==> src/design/lr_pkg.sv <==
// Shared types and constants for the line rasteriser.
// No dependencies; imported by lr_setup, lr_walker and line_rasterizer.
package lr_pkg;

  // Field widths that do not vary with the coordinate size.
  localparam int COLOR_BITS = 16;
  localparam int ADDR_BITS  = 32;

  // Input word kind, carried on in_tuser.
  typedef enum logic {
    FUNC_START = 1'b0,
    FUNC_TICK  = 1'b1
  } func_t;

  // Control from the top level to the walker.
  typedef struct packed {
    logic start;   // load a new line from the setup logic
    logic advance; // step one pixel along the current line
  } walk_ctrl_t;

endpackage

==> src/design/lr_setup.sv <==
// Line setup: works out axis swap, endpoint order, deltas and initial error.
// Purely combinational; depends on lr_pkg.
module lr_setup #(
  parameter int CB = 10
) (
  input  logic [CB-1:0]   x_start,
  input  logic [CB-1:0]   y_start,
  input  logic [CB-1:0]   x_end,
  input  logic [CB-1:0]   y_end,
  output logic            steep,
  output logic [CB-1:0]   major_start,
  output logic [CB-1:0]   minor_start,
  output logic [CB-1:0]   major_stop,
  output logic [CB-1:0]   major_delta,
  output logic [CB-1:0]   minor_delta,
  output logic            minor_down,
  output logic [CB+1:0]   err_init
);
  import lr_pkg::*;

  logic [CB-1:0] dx, dy;
  logic [CB-1:0] a_maj, a_min, b_maj, b_min;
  logic [CB-1:0] minor_stop;
  logic          swap;

  // Absolute deltas decide whether the line is steep.
  assign dx    = (x_start > x_end) ? (x_start - x_end) : (x_end - x_start);
  assign dy    = (y_start > y_end) ? (y_start - y_end) : (y_end - y_start);
  assign steep = dy > dx;

  // Map onto major and minor axes.
  assign a_maj = steep ? y_start : x_start;
  assign a_min = steep ? x_start : y_start;
  assign b_maj = steep ? y_end   : x_end;
  assign b_min = steep ? x_end   : y_end;

  // Order the endpoints so that the major coordinate runs upward.
  assign swap        = a_maj > b_maj;
  assign major_start = swap ? b_maj : a_maj;
  assign minor_start = swap ? b_min : a_min;
  assign major_stop  = swap ? a_maj : b_maj;
  assign minor_stop  = swap ? a_min : b_min;

  assign major_delta = major_stop - major_start;
  assign minor_delta = (minor_stop > minor_start) ? (minor_stop - minor_start)
                                                  : (minor_start - minor_stop);
  assign minor_down  = minor_stop < minor_start;

  // Error starts at minus half the major delta.
  assign err_init = (CB+2)'(0) - (CB+2)'(major_delta >> 1);

endmodule

==> src/design/lr_walker.sv <==
// Bresenham walker: holds the line state and steps one pixel per advance.
// Depends on lr_pkg for the control struct and colour width.
module lr_walker #(
  parameter int CB = 10
) (
  input  logic                          clk,
  input  logic                          rst_n,
  input  lr_pkg::walk_ctrl_t            ctrl,
  input  logic                          ld_steep,
  input  logic [CB-1:0]                 ld_major_start,
  input  logic [CB-1:0]                 ld_minor_start,
  input  logic [CB-1:0]                 ld_major_stop,
  input  logic [CB-1:0]                 ld_major_delta,
  input  logic [CB-1:0]                 ld_minor_delta,
  input  logic                          ld_minor_down,
  input  logic [CB+1:0]                 ld_err_init,
  input  logic [lr_pkg::COLOR_BITS-1:0] ld_color,
  output logic                          busy,
  output logic [CB-1:0]                 pix_x,
  output logic [CB-1:0]                 pix_y,
  output logic                          pix_last,
  output logic [lr_pkg::COLOR_BITS-1:0] pix_color
);
  import lr_pkg::*;

  localparam int EB = CB + 2;

  logic                  busy_r, busy_nxt;
  logic                  steep_r;
  logic [CB-1:0]         major_r, major_nxt;
  logic [CB-1:0]         minor_r, minor_nxt;
  logic [CB-1:0]         stop_r;
  logic [CB-1:0]         maj_delta_r;
  logic [CB-1:0]         min_delta_r;
  logic                  down_r;
  logic [EB-1:0]         err_r, err_nxt;
  logic [COLOR_BITS-1:0] color_r;

  logic signed [EB:0]    err_sum;
  logic signed [EB:0]    err_adj;
  logic                  fin;

  // Current pixel, mapped back from major and minor axes.
  assign fin       = major_r == stop_r;
  assign pix_x     = steep_r ? minor_r : major_r;
  assign pix_y     = steep_r ? major_r : minor_r;
  assign pix_last  = fin;
  assign pix_color = color_r;
  assign busy      = busy_r;

  // Error update, kept one bit wider than the register so the sign is exact.
  assign err_sum = $signed({err_r[EB-1], err_r}) + $signed({3'b000, min_delta_r});
  assign err_adj = err_sum - $signed({3'b000, maj_delta_r});

  // Next state of the stepping registers.
  always_comb begin
    busy_nxt  = busy_r;
    major_nxt = major_r;
    minor_nxt = minor_r;
    err_nxt   = err_r;
    if (ctrl.start) begin
      busy_nxt  = 1'b1;
      major_nxt = ld_major_start;
      minor_nxt = ld_minor_start;
      err_nxt   = ld_err_init;
    end else if (ctrl.advance) begin
      if (fin) begin
        busy_nxt = 1'b0;
      end else begin
        major_nxt = major_r + CB'(1);
        if (!err_sum[EB]) begin
          minor_nxt = down_r ? (minor_r - CB'(1)) : (minor_r + CB'(1));
          err_nxt   = err_adj[EB-1:0];
        end else begin
          err_nxt   = err_sum[EB-1:0];
        end
      end
    end
  end

  // Busy flag is the only control state.
  always_ff @(posedge clk) begin
    if (!rst_n) begin
      busy_r <= 1'b0;
    end else begin
      busy_r <= busy_nxt;
    end
  end

  // Line state.
  always_ff @(posedge clk) begin
    major_r <= major_nxt;
    minor_r <= minor_nxt;
    err_r   <= err_nxt;
    if (ctrl.start) begin
      steep_r     <= ld_steep;
      stop_r      <= ld_major_stop;
      maj_delta_r <= ld_major_delta;
      min_delta_r <= ld_minor_delta;
      down_r      <= ld_minor_down;
      color_r     <= ld_color;
    end
  end

endmodule

==> src/design/line_rasterizer.sv <==
// Top level of the Bresenham line rasteriser with frame-buffer addressing.
// Depends on lr_pkg, lr_setup and lr_walker.

// A start word (in_tuser = 0) loads a new line and gives no pixel; each tick
// word (in_tuser = 1) gives the next pixel of the line, both endpoints drawn,
// the final one marked by out_tlast, and ticks with no line in progress are
// dropped. While out_tready is not holding it back, the block takes one word per
// clock and gives one pixel per clock: a word is held in the input register, the
// setup or the error step runs combinationally while it sits there, and the
// pixel is loaded into the output register as the word leaves and held until
// out_tready takes it. in_tready follows out_tready combinationally when both
// registers are full. Byte address is
// frame_base + (y << ROW_SHIFT) + 2 * x, modulo 2^32. frame_base should be
// written only while the block is idle.
module line_rasterizer #(
  parameter int COORD_BITS = 10,
  parameter int ROW_SHIFT  = 10
) (
  input  logic                   clk,
  input  logic                   rst_n,
  // Configuration: frame_base.
  input  logic                   cfg_wr_en,
  input  logic [31:0]            cfg_wr_data,
  // Input words.
  input  logic                   in_tvalid,
  output logic                   in_tready,
  // tdata, from bit 0: x_start, y_start, x_end, y_end, color_in, zero padding
  input  logic [((4*COORD_BITS+lr_pkg::COLOR_BITS+7)/8)*8-1:0] in_tdata,
  // tuser: func
  input  logic                   in_tuser,
  // Pixel words.
  output logic                   out_tvalid,
  input  logic                   out_tready,
  // tdata, from bit 0: pixel_x, pixel_y, pixel_addr, pixel_color, zero padding
  output logic [((2*COORD_BITS+lr_pkg::ADDR_BITS+lr_pkg::COLOR_BITS+7)/8)*8-1:0] out_tdata,
  output logic                   out_tlast
);
  import lr_pkg::*;

  localparam int CB    = COORD_BITS;
  localparam int IN_W  = ((4*CB + COLOR_BITS + 7) / 8) * 8;
  localparam int OUT_P = 2*CB + ADDR_BITS + COLOR_BITS;
  localparam int OUT_W = ((OUT_P + 7) / 8) * 8;

  // Configuration register.
  logic [ADDR_BITS-1:0] frame_base_r;

  // Input register.
  logic            s1_valid_r, s1_valid_nxt;
  func_t           s1_func_r;
  logic [IN_W-1:0] s1_data_r;
  logic            s1_fire;
  logic            in_fire;

  // Output register.
  logic             out_valid_r, out_valid_nxt;
  logic [OUT_W-1:0] out_data_r;
  logic             out_last_r;

  // Setup results.
  logic          su_steep, su_down;
  logic [CB-1:0] su_maj_start, su_min_start, su_maj_stop, su_maj_delta, su_min_delta;
  logic [CB+1:0] su_err;

  // Walker interface.
  walk_ctrl_t            wctrl;
  logic                  w_busy, w_last;
  logic [CB-1:0]         w_x, w_y;
  logic [COLOR_BITS-1:0] w_color;
  logic                  emit;
  logic [ADDR_BITS-1:0]  pix_addr;

  always_ff @(posedge clk) begin
    if (!rst_n) begin
      frame_base_r <= '0;
    end else if (cfg_wr_en) begin
      frame_base_r <= cfg_wr_data;
    end
  end

  // Handshake: the input register moves on when the output register has room.
  assign s1_fire      = s1_valid_r && (!out_valid_r || out_tready);
  assign in_tready    = !s1_valid_r || s1_fire;
  assign in_fire      = in_tvalid && in_tready;
  assign s1_valid_nxt = in_fire || (s1_valid_r && !s1_fire);

  always_ff @(posedge clk) begin
    if (!rst_n) begin
      s1_valid_r <= 1'b0;
    end else begin
      s1_valid_r <= s1_valid_nxt;
    end
  end

  always_ff @(posedge clk) begin
    if (in_fire) begin
      s1_func_r <= func_t'(in_tuser);
      s1_data_r <= in_tdata;
    end
  end

  lr_setup #(.CB(CB)) u_setup (
    .x_start     (s1_data_r[CB-1:0]),
    .y_start     (s1_data_r[2*CB-1:CB]),
    .x_end       (s1_data_r[3*CB-1:2*CB]),
    .y_end       (s1_data_r[4*CB-1:3*CB]),
    .steep       (su_steep),
    .major_start (su_maj_start),
    .minor_start (su_min_start),
    .major_stop  (su_maj_stop),
    .major_delta (su_maj_delta),
    .minor_delta (su_min_delta),
    .minor_down  (su_down),
    .err_init    (su_err)
  );

  // A tick emits a pixel only while a line is in progress.
  assign emit = s1_fire && (s1_func_r == FUNC_TICK) && w_busy;

  always_comb begin
    wctrl.start   = s1_fire && (s1_func_r == FUNC_START);
    wctrl.advance = emit;
  end

  lr_walker #(.CB(CB)) u_walker (
    .clk            (clk),
    .rst_n          (rst_n),
    .ctrl           (wctrl),
    .ld_steep       (su_steep),
    .ld_major_start (su_maj_start),
    .ld_minor_start (su_min_start),
    .ld_major_stop  (su_maj_stop),
    .ld_major_delta (su_maj_delta),
    .ld_minor_delta (su_min_delta),
    .ld_minor_down  (su_down),
    .ld_err_init    (su_err),
    .ld_color       (s1_data_r[4*CB+COLOR_BITS-1:4*CB]),
    .busy           (w_busy),
    .pix_x          (w_x),
    .pix_y          (w_y),
    .pix_last       (w_last),
    .pix_color      (w_color)
  );

  // Frame-buffer byte address, wrapping at 32 bits.
  assign pix_addr = frame_base_r + (ADDR_BITS'(w_y) << ROW_SHIFT)
                  + (ADDR_BITS'(w_x) << 1);

  // Output register.
  always_comb begin
    if (s1_fire) begin
      out_valid_nxt = emit;
    end else if (out_tready) begin
      out_valid_nxt = 1'b0;
    end else begin
      out_valid_nxt = out_valid_r;
    end
  end

  always_ff @(posedge clk) begin
    if (!rst_n) begin
      out_valid_r <= 1'b0;
    end else begin
      out_valid_r <= out_valid_nxt;
    end
  end

  always_ff @(posedge clk) begin
    if (emit) begin
      out_data_r <= OUT_W'({w_color, pix_addr, w_y, w_x});
      out_last_r <= w_last;
    end
  end

  assign out_tvalid = out_valid_r;
  assign out_tdata  = out_data_r;
  assign out_tlast  = out_last_r;

  // A new pixel only ever appears after a tick went through.
  a_pixel_from_tick: assert property (@(posedge clk) disable iff (!rst_n)
    $rose(out_valid_r) |-> $past(s1_fire && s1_func_r == FUNC_TICK))
    else $error("pixel appeared without a tick");

  // A start word never produces a pixel.
  a_start_silent: assert property (@(posedge clk) disable iff (!rst_n)
    (s1_fire && s1_func_r == FUNC_START) |=> !out_valid_r)
    else $error("start word produced a pixel");

  // Emitting the final endpoint ends the line.
  a_last_ends_line: assert property (@(posedge clk) disable iff (!rst_n)
    (emit && w_last) |=> !w_busy)
    else $error("line still busy after its last pixel");

endmodule
==> config.mk <==
export PLATFORM = sky130hd
export DESIGN_NAME = line_rasterizer
export DESIGN_NICKNAME = d
export VERILOG_FILES = /design/src/design/lr_pkg.sv /design/src/design/lr_setup.sv /design/src/design/lr_walker.sv /design/src/design/line_rasterizer.sv
export SDC_FILE = /design/constraint.sdc
export NUM_CORES = 1
export LEC_CHECK = 0
export ABC_CLOCK_PERIOD_IN_PS = 10600
export BUFFER_PORTS_ARGS = -buffer_cell sky130_fd_sc_hd__clkbuf_2
export CAP_MARGIN = 25
export CORE_MARGIN = 8
export CORE_UTILIZATION = 51
export CTS_BUF_LIST = sky130_fd_sc_hd__clkbuf_8
export CTS_CLUSTER_DIAMETER = 120
export DETAILED_ROUTE_END_ITERATION = 16
export PLACE_DENSITY = 0.76
export SYNTH_ARGS = -nofsm -noshare
export SYNTH_HDL_FRONTEND = slang
export SYNTH_SLANG_ARGS = --single-unit
==> constraint.sdc <==
create_clock -name clk -period 10.6 [get_ports clk]
set_clock_uncertainty 0.2 [all_clocks]
set_input_delay 0 -clock clk [delete_from_list [all_inputs] [get_ports clk]]
set_output_delay 0 -clock clk [all_outputs]
set_load 0.01 [all_outputs]
==> flow_summary_export.csv, run 1 <==
group,metric,value,unit
timing,maxSlewHeadroom,37.83,%
timing,hold_viol,0,
critical_path,reg2reg_depth,46,
grt,overflow,0,
critical_path,timing.rr.start,"s1_data_r[0]$_DFFE_PP_",
die,die_w,192.1,um
yosys,synth-main-ff-cell,"edfxtp_1",
routing,top_layer,"met4",
yosys,synth_cell_types,80,
placed_design,dp_slack,-141.5,ps
hold_path,min_to,"s1_data_r[52]$_DFFE_PP_",
finish,layout_common_cells,"dlygate4sd3_1 (214), edfxtp_1 (206), clkbuf_2 (164)",
critical_path,worstPathArrival,10280,ps
critical_path,r2r_end,"u_walker.min_delta_r[8]$_DFFE_PP_",
yosys,synth_cells,1495,
routing,avgRoutedWirePerCell,20.90,um
finish,fin_nets,2183,
routing,vias_per_cell,5.719,
critical_path,cp.required,10710,ps
yosys,ys_seq_area_share,43.53,%
critical_path,crit_path_start_kind,"flip-flop",
timing,setup_ws,433.2,ps
timing,slew_viol_final,0,
grt,gr-usage-all-layers,25.71,%
cts,clock_path_buffers,3,
routing,wl_met1,19330,um
critical_path,end_kind,"flip-flop",
timing,worst_slew_pin_slew,932.6,ps
die,die_area,36910,um2
cts,cts_tree,"built",
finish,drive_gt1_share,19.67,%
cts,numCtsBuffers,42,
cts,h-tree-depth,2,
finish,area_growth,30.40,%
yosys,synth-edff-count,206,
critical_path,critical_path_class,"flip-flop to flip-flop",
routing,final_antenna_net_count,0,
critical_path,cp_slowest_cell,"nor4_1",
critical_path,rrSetupSlack,430,ps
routing,vias,13520,
outcome,status,"completed",
cts,clock-sinks,241,
routing,met2WireLength,24360,um
die,coreArea,30590,um2
critical_path,crit_fanout,20,
routing,totalWireLength,49410,um
finish,layout_commonest_cell,"dlygate4sd3_1",
grt,antenna_found_initial,1,
grt,first_global_vias,13910,
timing,period_share,95.91,%
hold_path,whs_path_depth,2,
placed_design,io_buffer_count,164,
yosys,avgSynthCellArea,10.58,um2
die,start_util,51.72,%
routing,drtPass1Iterations,8,
timing,max_freq,98.36,MHz
routing,route.met3.wl,3251,um
placed_design,gp_congestion,0.9693,
critical_path,worst_path_most_repeated_cell,"mux2i_1",
yosys,mappedNetlistArea,15820,um2
hold_path,hp-start,"in_tdata[52]",
finish,final_util,67.45,%
grt,grt_first_pass_wirelength,74650,um
yosys,ys_ff_latch,241,
die,die_y,192.1,um
cts,clkTransAtPathRegs,60,ps
hold_path,hp-class,"primary input to flip-flop",
timing,period_needed,10170,ps
yosys,synthArstFlopShare,0,%
critical_path,slowest_delay,590,ps
placed_design,place_hpwl,32280,um
die,num_rows,64,
cts,cts_root_buffer,"clkbuf_8",
grt,grt_max_degree,70,
timing,setup_violations,0,
routing,drc,0,
cts,clock_latency,590,ps
die,io_pins,169,
timing,whs,30.46,ps
yosys,yosysWarnings,0,
routing,drt_iter0_markers,1130,
flow_run,maxCapViolations,0,
-- final cells by class --
cell class	count	area (um2)
antenna	1	2.502
timing repair buffer	448	3512
tap	396	495.5
clock inverter	22	120.1
sequential	241	6887
inverter	128	485.5
fill	2119	9958
multi-input combinational	1074	8386
clock buffer	54	743.2
-- synth_stat cells, drive strengths merged (4+ instances only) --
| master | number | share of area (%) |
|---|---|---|
| o211ai | 29 | 1.4 |
| o22ai | 5 | 0.20 |
| nor4 | 9 | 0.47 |
| nor3 | 15 | 0.47 |
| o31ai | 9 | 0.46 |
| nor2 | 66 | 1.6 |
| and2 | 11 | 0.43 |
| clkbuf | 38 | 0.91 |
| dfxtp | 35 | 4.4 |
| mux2 | 25 | 1.8 |
| nand2 | 91 | 2.2 |
| nand4 | 16 | 0.63 |
| xor2 | 28 | 1.6 |
| fa | 11 | 1.4 |
| edfxtp | 206 | 39 |
| o21bai | 21 | 1.0 |
| inv | 128 | 3.1 |
| a211oi | 16 | 0.85 |
| or3 | 10 | 0.40 |
| a21boi | 7 | 0.33 |
| ha | 143 | 11 |
| nor2b | 48 | 1.9 |
| a21oi | 104 | 3.4 |
| mux2i | 97 | 6.1 |
| a22oi | 4 | 0.19 |
| o21ai | 91 | 2.9 |
| a21o | 38 | 1.8 |
| xnor2 | 74 | 4.1 |
| nand2b | 12 | 0.47 |
| buf | 17 | 0.60 |
| or2 | 4 | 0.16 |
| and3 | 8 | 0.32 |
| o21a | 8 | 0.39 |
| nand3 | 23 | 0.73 |
-- how the worst max path moves through the flow --
stage / slack, ps / depth (start not counted) / startpoint / to
3_5_place_dp: -140 / 50 / s1_data_r[0]$_DFFE_PP_ / u_walker.min_delta_r[8]$_DFFE_PP_
3_3_place_gp: 80 / 49 / s1_data_r[0]$_DFFE_PP_ / u_walker.min_delta_r[8]$_DFFE_PP_
5_1_grt: -100 / 53 / s1_data_r[0]$_DFFE_PP_ / u_walker.min_delta_r[8]$_DFFE_PP_
6_report: 430 / 46 / s1_data_r[0]$_DFFE_PP_ / u_walker.min_delta_r[8]$_DFFE_PP_
4_1_cts: 4 / 55 / s1_data_r[0]$_DFFE_PP_ / u_walker.min_delta_r[8]$_DFFE_PP_
2_1_floorplan: 30 / 57 / s1_data_r[0]$_DFFE_PP_ / u_walker.min_delta_r[9]$_DFFE_PP_
-- worst max-delay path, delay by kind of cell (launching register included) --
family | cells | cell delay (ps)
muxes | 5 | 1220
AOI/OAI and AO/OA | 17 | 2850
DFF | 1 | 390
adders and majority gates | 5 | 1610
xor gates and xnor gates | 2 | 300
and+or+nand+nor | 10 | 2220
buffers and inverters | 7 | 1090
-- per-stage QoR --
stage	area (um2)	TNS (ps)	cells
6_report	20630	0	2364
5_1_grt	20630	-111.1	2364
4_1_cts	20450	0	2359
3_5_place_dp	17420	-243.3	2066
3_3_place_gp	17400	0	2065
2_1_floorplan	15840	0	1498
-- registers in the layout (all words and copies together) (netlist names), 10 cells and up --
name                  count
out_tdata                68
s1_data_r                56
frame_base_r             32
u_walker.pix_color       16
u_walker.err_r           12
u_walker.maj_delta_r     10
u_walker.major_r         10
u_walker.min_delta_r     10
u_walker.minor_r         10
u_walker.stop_r          10
-- repair_timing --
item	4_1_cts	5_1_grt
endpoints found under the hold margin	92	0
hold buffers	214	0
gates resized for setup	5	39
buffers inserted	3	4
setup endpoints to repair	4	9
pin swaps	1	14
-- kinds of logic after synthesis --
group,after synthesis,synth area share [%]
fa+ha+maj,156,12.83
compound gates,365,15.06
simple gates,325,10.39
mux,122,7.916
other cells,1,0.02370
xor+xnor,102,5.694
flops,241,43.53
buf+inv,183,4.563
-- layer usage --
metal,vias up,track usage [%]
met1,6445,29.88
met3,166,4.412
met4,0,14.04
met2,609,44.57
met5,-,0
li1,6299,-
Power of run 1 is left out: the tool's default activity adds up to more than one toggle a clock period on the data nets, which glitch-free logic cannot reach.
==> run 2: changes to the inputs <==
CORE_MARGIN = 2   (was 8)
==> flow_summary_export.csv, run 2 (synthesis results as in run 1) <==
group,metric,value,unit
routing,vias,13440,
grt,grt_max_degree,70,
outcome,status,"completed",
timing,worst_slew_pin_slew,972.5,ps
timing,setup_violations,0,
cts,clock_latency,580,ps
critical_path,end_kind,"flip-flop",
critical_path,crit_fanout,14,
grt,first_global_vias,13420,
timing,tns,0,ps
die,num_rows,64,
timing,slew_viol_final,0,
cts,clock-sinks,241,
routing,drc,0,
cts,cts_root_buffer,"clkbuf_8",
finish,fin_nets,2159,
die,io_pins,169,
routing,vias_per_cell,5.749,
placed_design,gp_congestion,0.9674,
finish,fill_cells,2166,
timing,period_share,96.20,%
routing,drtPass1Iterations,6,
critical_path,cp.required,10720,ps
critical_path,crit_path_start,"s1_data_r[0]$_DFFE_PP_",
critical_path,timing.rr.start,"s1_data_r[0]$_DFFE_PP_",
hold_path,hp-class,"flip-flop to flip-flop",
timing,period_needed,10200,ps
cts,h-tree-depth,2,
routing,final_antenna_net_count,0,
critical_path,cp_slowest_cell,"a2111o_1",
cts,clkTransAtPathRegs,80,ps
finish,largest_reg_flops,68,
grt,overflow,0,
die,die_w,180.1,um
grt,grt_first_pass_wirelength,72620,um
placed_design,io_buffer_count,164,
die,die_area,32450,um2
die,die_y,180.1,um
placed_design,place_hpwl,31100,um
finish,layout_common_cells,"edfxtp_1 (206), dlygate4sd3_1 (195), clkbuf_2 (164)",
finish,area_growth,30.22,%
critical_path,worst_path_most_repeated_cell,"a21o_1",
finish,drive_gt1_share,19.93,%
critical_path,critical_path_class,"flip-flop to flip-flop",
critical_path,crit_path_start_kind,"flip-flop",
grt,gr-usage-all-layers,28.23,%
die,start_util,51.72,%
cts,clock_path_buffers,3,
routing,totalWireLength,47720,um
timing,max_freq,98.07,MHz
cts,numCtsBuffers,42,
hold_path,hp-start,"u_walker.pix_color[5]$_DFFE_PP_",
timing,maxSlewHeadroom,35.17,%
flow_run,maxCapViolations,0,
critical_path,worstPathArrival,10320,ps
cts,cts_tree,"built",
finish,layout_commonest_cell,"edfxtp_1",
critical_path,slowest_delay,400,ps
grt,antenna_found_initial,0,
routing,drt_iter0_markers,1257,
finish,antenna_cells,0,
routing,avgRoutedWirePerCell,20.41,um
die,coreArea,30590,um2
timing,hold_viol,0,
[run 2: cell types whose count changed in the layout (fill, tap and decap cells not counted), moves of 4 or more]
cell and delta:
dlygate4sd3_1 -19, clkbuf_8 -4, inv_1 -4, buf_4 -10
bufinv_16 +6
[run 2: final cells by class]
cell class	count	area, um2	area share, %
clock buffer	50	688.2	3.340
clock inverter	25	290.3	1.409
inverter	128	485.5	2.356
multi-input combinational	1075	8408	40.81
sequential	241	6887	33.43
tap	396	495.5	2.405
timing repair buffer	423	3348	16.25
[run 2: final timing paths]
check	to	slack [ps]	cells after the start
setup / recovery	u_walker.min_delta_r[8]$_DFFE_PP_	400	52
hold / removal	out_tdata[57]$_DFFE_PP_	210	0
setup reg to reg	u_walker.min_delta_r[8]$_DFFE_PP_	400	52
hold reg to reg	out_tdata[57]$_DFFE_PP_	210	0
[run 2: critical path, delay by kind of cell (launching register included)]
family | cells | cell delay, ps
buf+inv | 7 | 850
fa+ha+maj | 5 | 1440
compound gates | 28 | 5160
simple gates | 6 | 680
xor+xnor | 2 | 310
flops | 1 | 380
mux | 4 | 870
[run 2: through the flow]
step / hold slack (ps) / util [%] / instance area [um2] / cells / setup slack (ps)
2_1_floorplan: -101.1 / - / 15840 / 1498 / 33.96
3_3_place_gp: -23.41 / 56.56 / 17300 / 2050 / 98.66
3_5_place_dp: -21.39 / 56.67 / 17340 / 2052 / -202.3
4_1_cts: 211.6 / 66.49 / 20340 / 2326 / 6.366
5_1_grt: 214.8 / 67.35 / 20600 / 2338 / -118.1
6_report: 205.6 / 67.35 / 20600 / 2338 / 402.7
[run 2: timing repair]
action,4_1_cts,5_1_grt
buffers inserted,3,10
hold endpoints to repair,92,0
hold buffers,195,0
resized for setup,6,44
pin swaps,2,10
setup endpoints to repair,4,9
cloned,1,2
[run 2: layer usage]
layer / up-vias / track usage (%) / routed length [um]
li1: 6261 / - / -
met1: 6395 / 33.79 / 18550
met2: 629 / 50.56 / 23920
met3: 156 / 4.325 / 3060
met4: 0 / 11.90 / 2179
met5: - / 0 / 0
Power of run 2 is left out for the same reason.
==> run 3: changes to the inputs <==
GPL_TIMING_DRIVEN = 0   (was not set)
==> flow_summary_export.csv, run 3 (synthesis results as in run 1) <==
group,metric,value,unit
routing,route.met3.wl,4004,um
placed_design,io_buffer_count,163,
routing,final_antenna_net_count,0,
timing,period_share,100.4,%
finish,largest_reg_flops,68,
finish,fill_cells,2153,
finish,antenna_cells,0,
critical_path,cp_slowest_cell,"edfxtp_1",
die,die_w,180.1,um
finish,layout_common_cells,"edfxtp_1 (206), dlygate4sd3_1 (186), clkbuf_2 (166)",
timing,worst_slew_pin_slew,1001,ps
flow_run,maxCapViolations,0,
die,die_y,180.1,um
grt,overflow,0,
grt,grt_max_degree,58,
routing,vias,13960,
critical_path,crit_fanout,10,
critical_path,worst_path_most_repeated_cell,"a21o_1",
routing,wl_met1,18600,um
critical_path,worstPathArrival,10760,ps
routing,top_layer,"met4",
timing,max_freq,93.95,MHz
timing,whs,184.8,ps
grt,grt_first_pass_wirelength,74330,um
placed_design,gp_congestion,0.9770,
finish,stdcell_count,2382,
routing,drt_iter0_markers,1382,
timing,rsz0062_at_grt,"true",
routing,totalWireLength,49010,um
cts,numCtsBuffers,42,
cts,clkTransAtPathRegs,60,ps
die,num_rows,64,
critical_path,cp.required,10720,ps
cts,clock_latency,590,ps
timing,period_needed,10640,ps
routing,avgRoutedWirePerCell,20.57,um
grt,antenna_found_initial,0,
finish,drive_gt1_share,21.40,%
timing,setup_ws,-43.76,ps
routing,drtPass1Iterations,6,
die,start_util,51.72,%
timing,maxSlewHeadroom,33.13,%
cts,h-tree-depth,2,
critical_path,critical_path_class,"flip-flop to flip-flop",
finish,area_growth,32.29,%
finish,fin_nets,2202,
timing,hold_viol,0,
placed_design,place_hpwl,31540,um
finish,final_util,68.42,%
grt,gr-usage-all-layers,28.73,%
critical_path,end_kind,"flip-flop",
die,io_pins,169,
placed_design,placedCellCount,2059,
routing,drc,0,
routing,met2WireLength,23330,um
critical_path,crit_path_start_kind,"flip-flop",
critical_path,slowest_delay,460,ps
outcome,violations,"negative setup slack",
outcome,status,"finished, violations left",
grt,first_global_vias,14000,
cts,clock-sinks,241,
cts,clock_path_buffers,3,
cts,cts_tree,"built",
routing,vias_per_cell,5.860,
timing,setup_violations,2,
finish,layout_commonest_cell,"edfxtp_1",
hold_path,hp-class,"primary input to flip-flop",
timing,slew_viol_final,0,
cts,cts_root_buffer,"clkbuf_8",
die,die_area,32450,um2
die,coreArea,30590,um2
==> run 3: cell types whose count changed in the layout (fill, tap and decap cells not counted), moves of 5 or more <==
cell | before | now
clkbuf_1 | 0 | 22
buf_4 | 57 | 68
dlygate4sd3_1 | 195 | 186
buf_1 | 0 | 7
o21ai_0 | 76 | 69
a21oi_1 | 92 | 87
ha_1 | 141 | 136
ha_4 | 1 | 6
==> run 3: area by class of cell <==
cell class	count	area [um2]	area share [%]
plain buffers	54	364.1	1.740
clock buffers	48	660.6	3.156
clock inverters	28	200.2	0.9565
inverters	128	495.5	2.367
multi-input cells	1074	8623	41.20
flip-flops and latches	241	6887	32.90
well taps	396	495.5	2.367
repair buffers	413	3204	15.31
==> run 3: final timing paths <==
check	endpoint	slack (ps)	cells after the start	start
max reg2reg	u_walker.min_delta_r[8]$_DFFE_PP_	-40	55	s1_data_r[0]$_DFFE_PP_
max	u_walker.min_delta_r[8]$_DFFE_PP_	-40	55	s1_data_r[0]$_DFFE_PP_
min	u_walker.busy$_SDFFE_PN0P_	180	3	rst_n
min reg2reg	out_tdata[59]$_DFFE_PP_	210	0	u_walker.pix_color[7]$_DFFE_PP_
==> run 3: layer usage <==
layer | up-vias | global-route usage, %
met2 | 792 | 49.35
met1 | 6556 | 34.87
li1 | 6363 | -
met4 | 0 | 14.74
met5 | - | 0
met3 | 247 | 4.770
==> run 3: critical path, delay by kind of cell, from the launching register on <==
family,cells,cell delay [ps]
compound gates,27,4770
fa+ha+maj,6,1610
simple gates,8,1280
buf+inv,9,980
mux,3,720
flops,1,460
xor+xnor,2,360
==> run 3: timing repair <==
| item | in CTS | in global routing |
|---|---|---|
| gates cloned | 0 | 2 |
| resized for setup | 84 | 69 |
| hold buffers | 186 | 0 |
| setup endpoints to repair | 25 | 18 |
| endpoints found under the hold margin | 107 | 0 |
| setup buffers | 32 | 28 |
| pin swaps | 18 | 42 |
==> run 3: per-stage QoR <==
stage	worst slack [ps]	cell area, um2	TNS [ps]
2_1_floorplan	33.96	15840	0
3_3_place_gp	-2414	17150	-33940
3_5_place_dp	-2411	17190	-34070
4_1_cts	3.353	20430	0
5_1_grt	-435.4	20930	-3011
6_report	-43.76	20930	-72.73
Power of run 3 is left out for the same reason.
